### src/hdl/plca_pkg.sv
// ----------------------------------------------------------------------------
// plca_pkg
// Shared types and constants of the partition layout / CHS allocator.
// ----------------------------------------------------------------------------
package plca_pkg;

  // Largest table size the block lays out by default
  localparam int unsigned PLCA_MAX_PARTS = 128;

  // Field and datapath widths
  localparam int unsigned SIZE_W   = 31;
  localparam int unsigned LBA_W    = 32;
  localparam int unsigned CHS_W    = 24;
  localparam int unsigned DVS_W    = 17;  // widest divisor: 2 * align_kb
  localparam int unsigned STEP_W   = 5;   // one quotient bit per cycle, 32 steps
  localparam int unsigned CFG_A_W  = 3;
  localparam int unsigned CFG_D_W  = 16;
  localparam int unsigned IN_D_W   = 40;
  localparam int unsigned OUT_D_W  = 136;

  localparam logic [7:0] BOOT_ACTIVE = 8'h80;
  localparam logic [2:0] ACTIVE_MAX  = 3'd4;

  // Configuration register indexes
  localparam logic [CFG_A_W-1:0] REG_HEAD_COUNT = 3'd0;
  localparam logic [CFG_A_W-1:0] REG_SPT        = 3'd1;
  localparam logic [CFG_A_W-1:0] REG_ALIGN_KB   = 3'd2;
  localparam logic [CFG_A_W-1:0] REG_ACTIVE     = 3'd3;
  localparam logic [CFG_A_W-1:0] REG_SKIP_EMPTY = 3'd4;

  // Result status codes
  typedef enum logic [1:0] {
    ST_OK       = 2'd0,
    ST_SKIPPED  = 2'd1,
    ST_EMPTY    = 2'd2,
    ST_TOO_MANY = 2'd3
  } status_t;

  // Sequencer states
  typedef enum logic [14:0] {
    S_IDLE     = 15'h0001,
    S_ALN_DIV  = 15'h0002,
    S_ALN_FIX  = 15'h0004,
    S_END      = 15'h0008,
    S_CYL_DIV  = 15'h0010,
    S_CYL_FIX  = 15'h0020,
    S_C0A_DIV  = 15'h0040,
    S_C0A_POST = 15'h0080,
    S_C0B_DIV  = 15'h0100,
    S_C0B_POST = 15'h0200,
    S_C1A_DIV  = 15'h0400,
    S_C1A_POST = 15'h0800,
    S_C1B_DIV  = 15'h1000,
    S_C1B_POST = 15'h2000,
    S_FIN      = 15'h4000
  } state_t;

endpackage

### src/hdl/partition_layout_chs_allocator.sv
// ----------------------------------------------------------------------------
// partition_layout_chs_allocator
// Lays out an MBR-style partition table one request at a time and converts
// the first and last sector of each entry to packed CHS.
// ----------------------------------------------------------------------------
//
//  channel | dir | handshake          | payload
//  --------+-----+--------------------+----------------------------------------
//  in_     | in  | in_tvalid/tready   | tdata: size_kb, part_type; tlast: last
//  out_    | out | out_tvalid/tready  | tdata: index..chs_last; tuser: status
//  cfg_    | in  | cfg_wr_en          | cfg_addr selects register, cfg_wdata
//
//  A regular request runs five divisions (alignment or cylinder rounding,
//  then sector and head split for both CHS values) one after another on a
//  single restoring divider, between its setup and commit states. Empty and
//  overflow requests go straight to the final state. There the result is
//  loaded into the output register and the sequencer returns to idle in the
//  same cycle, so the input is ready again as the result shows. Reset
//  (rst_n low, synchronous) loads the default geometry and clears the
//  running sector and entry count. A stalled result sits in the output
//  register; the next request is accepted meanwhile and waits in the final
//  state only if its own result would overwrite an untaken one.
//
module partition_layout_chs_allocator
  import plca_pkg::*;
#(
  parameter int unsigned MAX_PARTS = PLCA_MAX_PARTS
) (
  input  logic                 clk,
  input  logic                 rst_n,
  // size_kb [30:0], part_type [38:31], zero pad [39]
  input  logic [IN_D_W-1:0]    in_tdata,
  input  logic                 in_tlast,   // last_part
  input  logic                 in_tvalid,
  output logic                 in_tready,
  // entry_index [6:0], boot_flag [14:7], type_out [22:15], start_lba [54:23],
  // length_sectors [86:55], chs_first [110:87], chs_last [134:111], pad [135]
  output logic [OUT_D_W-1:0]   out_tdata,
  output logic [1:0]           out_tuser,  // status
  output logic                 out_tvalid,
  input  logic                 out_tready,
  input  logic                 cfg_wr_en,
  input  logic [CFG_A_W-1:0]   cfg_addr,
  input  logic [CFG_D_W-1:0]   cfg_wdata
);

  localparam int unsigned CNT_W = $clog2(MAX_PARTS + 1);

  // Configuration registers
  logic [7:0]  head_count_r;
  logic [5:0]  spt_r;
  logic [15:0] align_kb_r;
  logic [2:0]  active_r;
  logic        skip_empty_r;

  // Running layout state
  logic [LBA_W-1:0] next_sec_r, next_sec_nxt;
  logic [CNT_W-1:0] cnt_r, cnt_nxt;

  // Sequencer and item registers
  state_t           state_r, state_nxt;
  logic [SIZE_W-1:0] size_r, size_nxt;
  logic [7:0]       type_r, type_nxt;
  logic             last_r, last_nxt;
  status_t          status_r, status_nxt;
  logic [LBA_W-1:0] start_r, start_nxt;
  logic [LBA_W-1:0] end_r, end_nxt;
  logic [5:0]       sec_r, sec_nxt;
  logic [CHS_W-1:0] chs0_r, chs0_nxt;
  logic [CHS_W-1:0] chs1_r, chs1_nxt;

  // Shared divider
  logic [LBA_W-1:0]  quo_r, quo_nxt;
  logic [DVS_W-1:0]  rem_r, rem_nxt;
  logic [DVS_W-1:0]  dvs_r, dvs_nxt;
  logic [STEP_W-1:0] step_r, step_nxt;

  // Output register
  logic               out_valid_r, out_valid_nxt;
  logic [OUT_D_W-1:0] out_data_r, out_data_nxt;
  logic [1:0]         out_user_r, out_user_nxt;

  // Effective geometry: zero heads or sectors count as one
  logic [7:0]       heads_eff;
  logic [5:0]       spt_eff;
  logic [13:0]      cyl_sec;
  logic [DVS_W-1:0] align_sec;

  assign heads_eff = (head_count_r == 8'd0) ? 8'd1 : head_count_r;
  assign spt_eff   = (spt_r == 6'd0) ? 6'd1 : spt_r;
  assign cyl_sec   = {6'd0, heads_eff} * {8'd0, spt_eff};
  assign align_sec = {align_kb_r, 1'b0};

  // One restoring step: shift in the next dividend bit, subtract if it fits
  logic [DVS_W:0]    trial;
  logic [DVS_W:0]    diff;
  logic              fits;
  logic [DVS_W-1:0]  rem_step;
  logic [LBA_W-1:0]  quo_step;
  logic              step_last;

  assign trial     = {rem_r, quo_r[LBA_W-1]};
  assign diff      = trial - {1'b0, dvs_r};
  assign fits      = (trial >= {1'b0, dvs_r});
  assign rem_step  = fits ? diff[DVS_W-1:0] : trial[DVS_W-1:0];
  assign quo_step  = {quo_r[LBA_W-2:0], fits};
  assign step_last = &step_r;

  // Result assembly helpers
  logic             is_ok;
  logic [6:0]       idx_out;
  logic [7:0]       boot_out;
  logic [7:0]       cnt8;
  logic [LBA_W-1:0] len_sec;
  logic             in_fire;
  logic             out_free;

  assign cnt8     = 8'(cnt_r);
  assign is_ok    = (status_r == ST_OK);
  assign idx_out  = (status_r == ST_TOO_MANY) ? 7'd0 : cnt8[6:0];
  assign boot_out = (is_ok && active_r <= ACTIVE_MAX && (cnt8 + 8'd1) == {5'd0, active_r})
                    ? BOOT_ACTIVE : 8'd0;
  assign len_sec  = end_r - start_r;
  assign in_tready = (state_r == S_IDLE);
  assign in_fire  = in_tvalid && in_tready;
  assign out_free = !out_valid_r || out_tready;

  always_comb begin
    state_nxt     = state_r;
    size_nxt      = size_r;
    type_nxt      = type_r;
    last_nxt      = last_r;
    status_nxt    = status_r;
    start_nxt     = start_r;
    end_nxt       = end_r;
    sec_nxt       = sec_r;
    chs0_nxt      = chs0_r;
    chs1_nxt      = chs1_r;
    quo_nxt       = quo_r;
    rem_nxt       = rem_r;
    dvs_nxt       = dvs_r;
    step_nxt      = step_r;
    next_sec_nxt  = next_sec_r;
    cnt_nxt       = cnt_r;
    out_data_nxt  = out_data_r;
    out_user_nxt  = out_user_r;
    out_valid_nxt = out_valid_r && !out_tready;

    case (state_r)
      S_IDLE: begin
        if (in_fire) begin
          size_nxt = in_tdata[SIZE_W-1:0];
          type_nxt = in_tdata[SIZE_W+7:SIZE_W];
          last_nxt = in_tlast;
          if (cnt_r >= CNT_W'(MAX_PARTS)) begin
            status_nxt = ST_TOO_MANY;
            state_nxt  = S_FIN;
          end else if (in_tdata[SIZE_W-1:0] == '0) begin
            status_nxt = skip_empty_r ? ST_SKIPPED : ST_EMPTY;
            state_nxt  = S_FIN;
          end else begin
            // open one track after the running end
            status_nxt = ST_OK;
            start_nxt  = next_sec_r + {26'd0, spt_eff};
            if (align_kb_r != 16'd0) begin
              quo_nxt   = next_sec_r + {26'd0, spt_eff};
              rem_nxt   = '0;
              dvs_nxt   = align_sec;
              step_nxt  = '0;
              state_nxt = S_ALN_DIV;
            end else begin
              state_nxt = S_END;
            end
          end
        end
      end

      S_ALN_DIV, S_CYL_DIV, S_C0A_DIV, S_C0B_DIV, S_C1A_DIV, S_C1B_DIV: begin
        quo_nxt  = quo_step;
        rem_nxt  = rem_step;
        step_nxt = step_r + STEP_W'(1);
        if (step_last) begin
          case (state_r)
            S_ALN_DIV: state_nxt = S_ALN_FIX;
            S_CYL_DIV: state_nxt = S_CYL_FIX;
            S_C0A_DIV: state_nxt = S_C0A_POST;
            S_C0B_DIV: state_nxt = S_C0B_POST;
            S_C1A_DIV: state_nxt = S_C1A_POST;
            default:   state_nxt = S_C1B_POST;
          endcase
        end
      end

      S_ALN_FIX: begin
        // round the start up to the alignment
        if (rem_r != '0) begin
          start_nxt = start_r + LBA_W'(dvs_r) - LBA_W'(rem_r);
        end
        state_nxt = S_END;
      end

      S_END: begin
        end_nxt  = start_r + {size_r, 1'b0};
        rem_nxt  = '0;
        step_nxt = '0;
        if (align_kb_r == 16'd0) begin
          quo_nxt   = start_r + {size_r, 1'b0};
          dvs_nxt   = DVS_W'(cyl_sec);
          state_nxt = S_CYL_DIV;
        end else begin
          quo_nxt   = start_r;
          dvs_nxt   = DVS_W'(spt_eff);
          state_nxt = S_C0A_DIV;
        end
      end

      S_CYL_FIX: begin
        // push the end to the next cylinder, always by at least one sector
        end_nxt   = end_r + LBA_W'(dvs_r) - LBA_W'(rem_r);
        quo_nxt   = start_r;
        rem_nxt   = '0;
        dvs_nxt   = DVS_W'(spt_eff);
        step_nxt  = '0;
        state_nxt = S_C0A_DIV;
      end

      S_C0A_POST, S_C1A_POST: begin
        sec_nxt   = rem_r[5:0] + 6'd1;
        rem_nxt   = '0;
        dvs_nxt   = DVS_W'(heads_eff);
        step_nxt  = '0;
        state_nxt = (state_r == S_C0A_POST) ? S_C0B_DIV : S_C1B_DIV;
      end

      S_C0B_POST: begin
        chs0_nxt  = {rem_r[7:0], quo_r[9:8], sec_r, quo_r[7:0]};
        quo_nxt   = end_r - LBA_W'(1);
        rem_nxt   = '0;
        dvs_nxt   = DVS_W'(spt_eff);
        step_nxt  = '0;
        state_nxt = S_C1A_DIV;
      end

      S_C1B_POST: begin
        chs1_nxt  = {rem_r[7:0], quo_r[9:8], sec_r, quo_r[7:0]};
        state_nxt = S_FIN;
      end

      S_FIN: begin
        // hold until the output register is free, then commit the entry
        if (out_free) begin
          out_valid_nxt = 1'b1;
          out_user_nxt  = status_r;
          out_data_nxt  = {1'b0,
                           is_ok ? chs1_r  : '0,
                           is_ok ? chs0_r  : '0,
                           is_ok ? len_sec : '0,
                           is_ok ? start_r : '0,
                           is_ok ? type_r  : 8'd0,
                           boot_out,
                           idx_out};
          if (is_ok) begin
            next_sec_nxt = end_r;
          end
          if (status_r != ST_TOO_MANY) begin
            cnt_nxt = cnt_r + CNT_W'(1);
          end
          if (last_r) begin
            next_sec_nxt = '0;
            cnt_nxt      = '0;
          end
          state_nxt = S_IDLE;
        end
      end

      default: begin
        state_nxt = S_IDLE;
      end
    endcase
  end

  // Control state
  always_ff @(posedge clk) begin
    if (!rst_n) begin
      state_r     <= S_IDLE;
      out_valid_r <= 1'b0;
      next_sec_r  <= '0;
      cnt_r       <= '0;
    end else begin
      state_r     <= state_nxt;
      out_valid_r <= out_valid_nxt;
      next_sec_r  <= next_sec_nxt;
      cnt_r       <= cnt_nxt;
    end
  end

  // Payload and divider registers
  always_ff @(posedge clk) begin
    size_r     <= size_nxt;
    type_r     <= type_nxt;
    last_r     <= last_nxt;
    status_r   <= status_nxt;
    start_r    <= start_nxt;
    end_r      <= end_nxt;
    sec_r      <= sec_nxt;
    chs0_r     <= chs0_nxt;
    chs1_r     <= chs1_nxt;
    quo_r      <= quo_nxt;
    rem_r      <= rem_nxt;
    dvs_r      <= dvs_nxt;
    step_r     <= step_nxt;
    out_data_r <= out_data_nxt;
    out_user_r <= out_user_nxt;
  end

  // Configuration writes; unknown indexes drop
  always_ff @(posedge clk) begin
    if (!rst_n) begin
      head_count_r <= 8'd16;
      spt_r        <= 6'd63;
      align_kb_r   <= 16'd0;
      active_r     <= 3'd1;
      skip_empty_r <= 1'b0;
    end else if (cfg_wr_en) begin
      case (cfg_addr)
        REG_HEAD_COUNT: head_count_r <= cfg_wdata[7:0];
        REG_SPT:        spt_r        <= cfg_wdata[5:0];
        REG_ALIGN_KB:   align_kb_r   <= cfg_wdata;
        REG_ACTIVE:     active_r     <= cfg_wdata[2:0];
        REG_SKIP_EMPTY: skip_empty_r <= cfg_wdata[0];
        default: ;
      endcase
    end
  end

  assign out_tdata  = out_data_r;
  assign out_tuser  = out_user_r;
  assign out_tvalid = out_valid_r;

endmodule

### config.mk
export PLATFORM = sky130hd
export DESIGN_NAME = partition_layout_chs_allocator
export DESIGN_NICKNAME = d
export VERILOG_FILES = /design/src/hdl/plca_pkg.sv /design/src/hdl/partition_layout_chs_allocator.sv
export SDC_FILE = /design/constraint.sdc
export NUM_CORES = 1
export LEC_CHECK = 0
export ABC_CLOCK_PERIOD_IN_PS = 10500
export BUFFER_PORTS_ARGS = -buffer_cell sky130_fd_sc_hd__buf_4
export CORE_MARGIN = 2
export CORE_UTILIZATION = 45
export DETAILED_ROUTE_END_ITERATION = 8
export GPL_TIMING_DRIVEN = 0
export MAX_ROUTING_LAYER = met4
export PLACE_DENSITY_LB_ADDON = 0.3
export SYNTH_ARGS = -nofsm -noshare
export SYNTH_HDL_FRONTEND = slang
export SYNTH_SLANG_ARGS = --single-unit
### constraint.sdc
create_clock -name clk -period 10.5 [get_ports clk]
set_clock_uncertainty 0.2 [all_clocks]
set_input_delay 1.575 -clock clk [delete_from_list [all_inputs] [get_ports clk]]
set_output_delay 1.575 -clock clk [all_outputs]
set_load 0.01 [all_outputs]
==> impl_metrics.xml <==
<?xml version="1.0" encoding="UTF-8"?>
<metrics>
  <group name="outcome">
    <metric name="run_status" unit="">finished, violations left</metric>
    <metric name="violations" unit="">design-rule violations</metric>
  </group>
  <group name="hold_path">
    <metric name="timing.hold.worst.class" unit="">reg -&gt; reg</metric>
  </group>
  <group name="pwr">
    <metric name="leakage_power_of_the_design" unit="uW">0.0134</metric>
    <metric name="power.density" unit="nW/um^2">225</metric>
    <metric name="fraction_of_power_consumed_by_the_clock_network" unit="">0.240</metric>
    <metric name="share_comb_of_total_power" unit="">0.438</metric>
    <metric name="internal_power" unit="uW">4460</metric>
    <metric name="net-switching-power" unit="uW">3000</metric>
    <metric name="sequential_fraction_of_design_power" unit="">0.322</metric>
    <metric name="worst_ir_drop_vdd" unit="mV">0.142</metric>
    <metric name="power_switching_share" unit="">0.402</metric>
    <metric name="power" unit="uW">7460</metric>
  </group>
  <group name="clock_tree">
    <metric name="cts_hold_repair.buffers" unit="">0</metric>
    <metric name="h-tree-depth" unit="">2</metric>
    <metric name="cts_setup_buffers" unit="">0</metric>
    <metric name="cts.repair.resized" unit="">0</metric>
    <metric name="clk_root_buffer_cell" unit="">clkbuf_16</metric>
    <metric name="tritoncts_clock_tree" unit="">built</metric>
    <metric name="clk_path_buf_depth" unit="">3</metric>
    <metric name="clock_sinks" unit="">451</metric>
    <metric name="tritoncts.num_buffers" unit="">49</metric>
    <metric name="clkLatencyLatePin" unit="ns">0.64</metric>
    <metric name="clkTransAtPathRegs" unit="ns">0.06</metric>
  </group>
  <group name="floorplan">
    <metric name="io-pin-count" unit="">205</metric>
    <metric name="placementRows" unit="">92</metric>
    <metric name="die_area" unit="sq um">66100</metric>
    <metric name="core" unit="sq um">63200</metric>
    <metric name="die_width" unit="um">257</metric>
    <metric name="floorplan.die.height" unit="um">257</metric>
    <metric name="initial_core_util" unit="">0.456</metric>
  </group>
  <group name="global_route">
    <metric name="antenna_found_initial" unit="">0</metric>
    <metric name="global_route.usage.total" unit="">0.273</metric>
    <metric name="grt_max_degree" unit="">39</metric>
    <metric name="grt-ovfl-total" unit="">0</metric>
    <metric name="wire_length_of_the_first_global_routing_pass" unit="mm">132</metric>
    <metric name="first_global_vias" unit="">21600</metric>
  </group>
  <group name="routing">
    <metric name="detail_route.wl_per_cell" unit="um">22.1</metric>
    <metric name="route.vias.total" unit="">23500</metric>
    <metric name="drt_drc_violations_left" unit="">3</metric>
    <metric name="drt.antenna.violating_nets" unit="">0</metric>
    <metric name="wl_final" unit="mm">90.5</metric>
    <metric name="post_drt_via_cell_ratio" unit="">5.73</metric>
    <metric name="detail_route.iter0.violations" unit="">2631</metric>
    <metric name="1st_pass_router_iterations" unit="">9</metric>
  </group>
  <group name="layout">
    <metric name="drive_above_1_share" unit="">0.0993</metric>
    <metric name="num-nets-final" unit="">3521</metric>
    <metric name="area_growth_syn_to_layout" unit="%">15.4</metric>
    <metric name="mostFrequentLayoutCell" unit="">edfxtp_1</metric>
    <metric name="post-route-util" unit="">0.526</metric>
    <metric name="layout.cells.most_common_list" unit="">361 x edfxtp_1, 250 x nor2_1, 242 x inv_1</metric>
    <metric name="instances_no_fill" unit="">4091</metric>
  </group>
  <group name="synth">
    <metric name="ys.flop_type" unit="">edfxtp_1</metric>
    <metric name="synth.largest_area_cell" unit="">edfxtp_1</metric>
    <metric name="synthesis.yosys.warnings" unit="">0</metric>
    <metric name="gate_count_after_technology_mapping" unit="">2941</metric>
    <metric name="syn_area_per_cell" unit="sq um">9.80</metric>
    <metric name="post_synth_main_area_contributors" unit="">edfxtp_1 38%, ha_1 8.3%, dfxtp_1 6.3%, fa_1 4.4%, xnor2_1 4.1%</metric>
    <metric name="synthDominantCellAreaShare" unit="">0.376</metric>
    <metric name="synth_seq_area_share" unit="">0.439</metric>
    <metric name="synth_edf_count" unit="">361</metric>
    <metric name="asyncSetResetFlopFracSynth" unit="">0</metric>
    <metric name="synth.distinct_cells" unit="">77</metric>
    <metric name="yosys_register_bits" unit="">451</metric>
    <metric name="syn_area" unit="sq um">28800</metric>
  </group>
  <group name="sta">
    <metric name="timing.final.crit_period" unit="ns">5.38</metric>
    <metric name="worst-slew-pin-transition" unit="ns">1.29</metric>
    <metric name="max_freq" unit="GHz">0.186</metric>
    <metric name="setup-tns-final" unit="ns">0</metric>
    <metric name="slew-limit-headroom" unit="">0.129</metric>
    <metric name="post-route-period-util" unit="">0.513</metric>
    <metric name="post-route-worst-setup-slack" unit="ns">5.12</metric>
    <metric name="unrepaired_setup_endpoints_after_global_routing" unit="">no</metric>
    <metric name="finalSetupViolations" unit="">0</metric>
    <metric name="hold_viol" unit="">0</metric>
    <metric name="slew_viol_final" unit="">0</metric>
  </group>
  <group name="critical_path">
    <metric name="required" unit="ns">10.62</metric>
    <metric name="critical_path_arrival" unit="ns">5.51</metric>
    <metric name="endpoint_kind" unit="">flop</metric>
    <metric name="path_max_fanout" unit="">10</metric>
    <metric name="ws_path_type" unit="">reg -&gt; reg</metric>
    <metric name="startpoint_type" unit="">flop</metric>
  </group>
  <group name="placed_design">
    <metric name="dp_hpwl" unit="mm">69.8</metric>
    <metric name="dp_worst_setup_slack" unit="ns">4.84</metric>
    <metric name="buffer_ports.inserted" unit="">194</metric>
    <metric name="gpl.final_weighted_congestion" unit="">0.955</metric>
    <metric name="place.detailed.instances" unit="">3998</metric>
  </group>
  <group name="job">
    <metric name="max_cap_viol_count" unit="">0</metric>
  </group>
</metrics>
Yosys cell counts, types with 5 or more instances:
cell type / number
nand4_1: 26
edfxtp_1: 361
nand4b_1: 5
o21a_1: 19
nand3b_1: 19
o21bai_1: 21
o22ai_1: 6
fa_1: 63
o31ai_1: 13
and3_1: 30
a31oi_1: 24
nand2_1: 240
buf_4: 8
a21oi_1: 220
clkbuf_1: 102
nand2b_1: 26
a222oi_1: 20
a211oi_1: 26
xnor2_1: 134
or2_2: 5
o21ai_0: 136
a21o_1: 59
a221oi_1: 15
and2_1: 107
nand3_1: 68
nor4_1: 26
a31o_2: 6
nor3b_1: 8
a211o_1: 7
ha_1: 190
dfxtp_1: 90
nor2_1: 251
o211ai_1: 11
xor2_1: 67
or3_1: 8
and4_1: 6
inv_1: 242
nor2b_1: 71
mux2i_1: 28
nor3_1: 69
a21boi_0: 34
o221ai_1: 7
cell type report:
| type | count | area (sq um) |
|---|---|---|
| inverter | 243 | 912 |
| multi-input combinational | 2139 | 14900 |
| clock buffer | 63 | 1320 |
| tap | 846 | 1060 |
| fill | 5734 | 29900 |
| buffer | 115 | 465 |
| antenna | 1 | 2.50 |
| clock inverter | 29 | 349 |
| sequential | 451 | 12600 |
| timing repair buffer | 204 | 1640 |
per-stage QoR:
step	hold slack [ns]	cell area, sq um
2_1_floorplan	0.221	28800
3_3_place_gp	0.226	31400
3_5_place_dp	0.230	31600
4_1_cts	0.245	33200
5_1_grt	0.253	33200
6_report	0.243	33200
layer usage:
| metal | global-route usage | wire, um | up-vias |
|---|---|---|---|
| li1 | - | - | 11000 |
| met3 | 0.0539 | 9110 | 192 |
| met5 | - | 0 | - |
| met1 | 0.362 | 37700 | 11200 |
| met4 | 0.104 | 3570 | 0 |
| met2 | 0.414 | 40100 | 1109 |
cell families (layout without fill, tap and decap cells):
logic type	after synthesis	in the layout	share of synthesized area
XOR/XNOR	201	201	0.0611
AO/OA/AOI/OAI	667	667	0.148
AND/OR/NAND/NOR	980	980	0.168
multiplexers	30	30	0.0105
other	1	9	0.000130
buffers and inverters	358	654	0.0478
adder cells (fa/ha/maj)	253	253	0.126
flip-flops	451	451	0.439
worst max-delay path, cell delays in order, from the launching register on:
cell	delay, ns
dfxtp_1	0.37
clkbuf_1	0.37
nor3_1	0.10
a21oi_1	0.65
nor2b_1	0.13
fa_1	0.51
inv_1	0.05
fa_1	0.46
fa_1	0.54
inv_1	0.04
ha_1	0.32
a21oi_1	0.22
o21bai_1	0.10
a21oi_1	0.23
nor2b_1	0.07
o21a_1	0.18
nand2b_1	0.14
a21oi_1	0.17
xor2_1	0.15
o21ai_0	0.09
final timing paths:
| path | endpoint | slack, ns | cells past startpoint | start |
|---|---|---|---|---|
| worst max-delay path | dvs_r[12] | 5.12 | 19 | spt_r[1] |
| worst min-delay path | chs1_r[8] | 0.24 | 0 | sec_r[0] |
| worst max register to register | dvs_r[12] | 5.12 | 19 | spt_r[1] |
| worst min register to register | chs1_r[8] | 0.24 | 0 | sec_r[0] |
flip-flops by register name, summed over array words and instances, names as in the netlist, 8 cells and up:
signal,count
chs1_r,24
dvs_r,17
size_r,31
out_tdata,128
head_count_r,8
cnt8,8
end_r,32
rem_r,17
quo_r,32
start_r,32
state_r,15
type_r,8
chs0_r,24
next_sec_r,32
align_kb_r,16
power groups by stage:
stage | Sequential [uW] | Clock [uW] | Combinational [uW]
floorplan | 2310 | 0 | 2380
global placement | 2440 | 0 | 3130
detailed placement | 2420 | 0 | 3170
CTS | 2390 | 1810 | 3210
global route | 2400 | 1870 | 3590
finish | 2400 | 1790 | 3270
No activity file was read; power rests on OpenSTA's default activity.
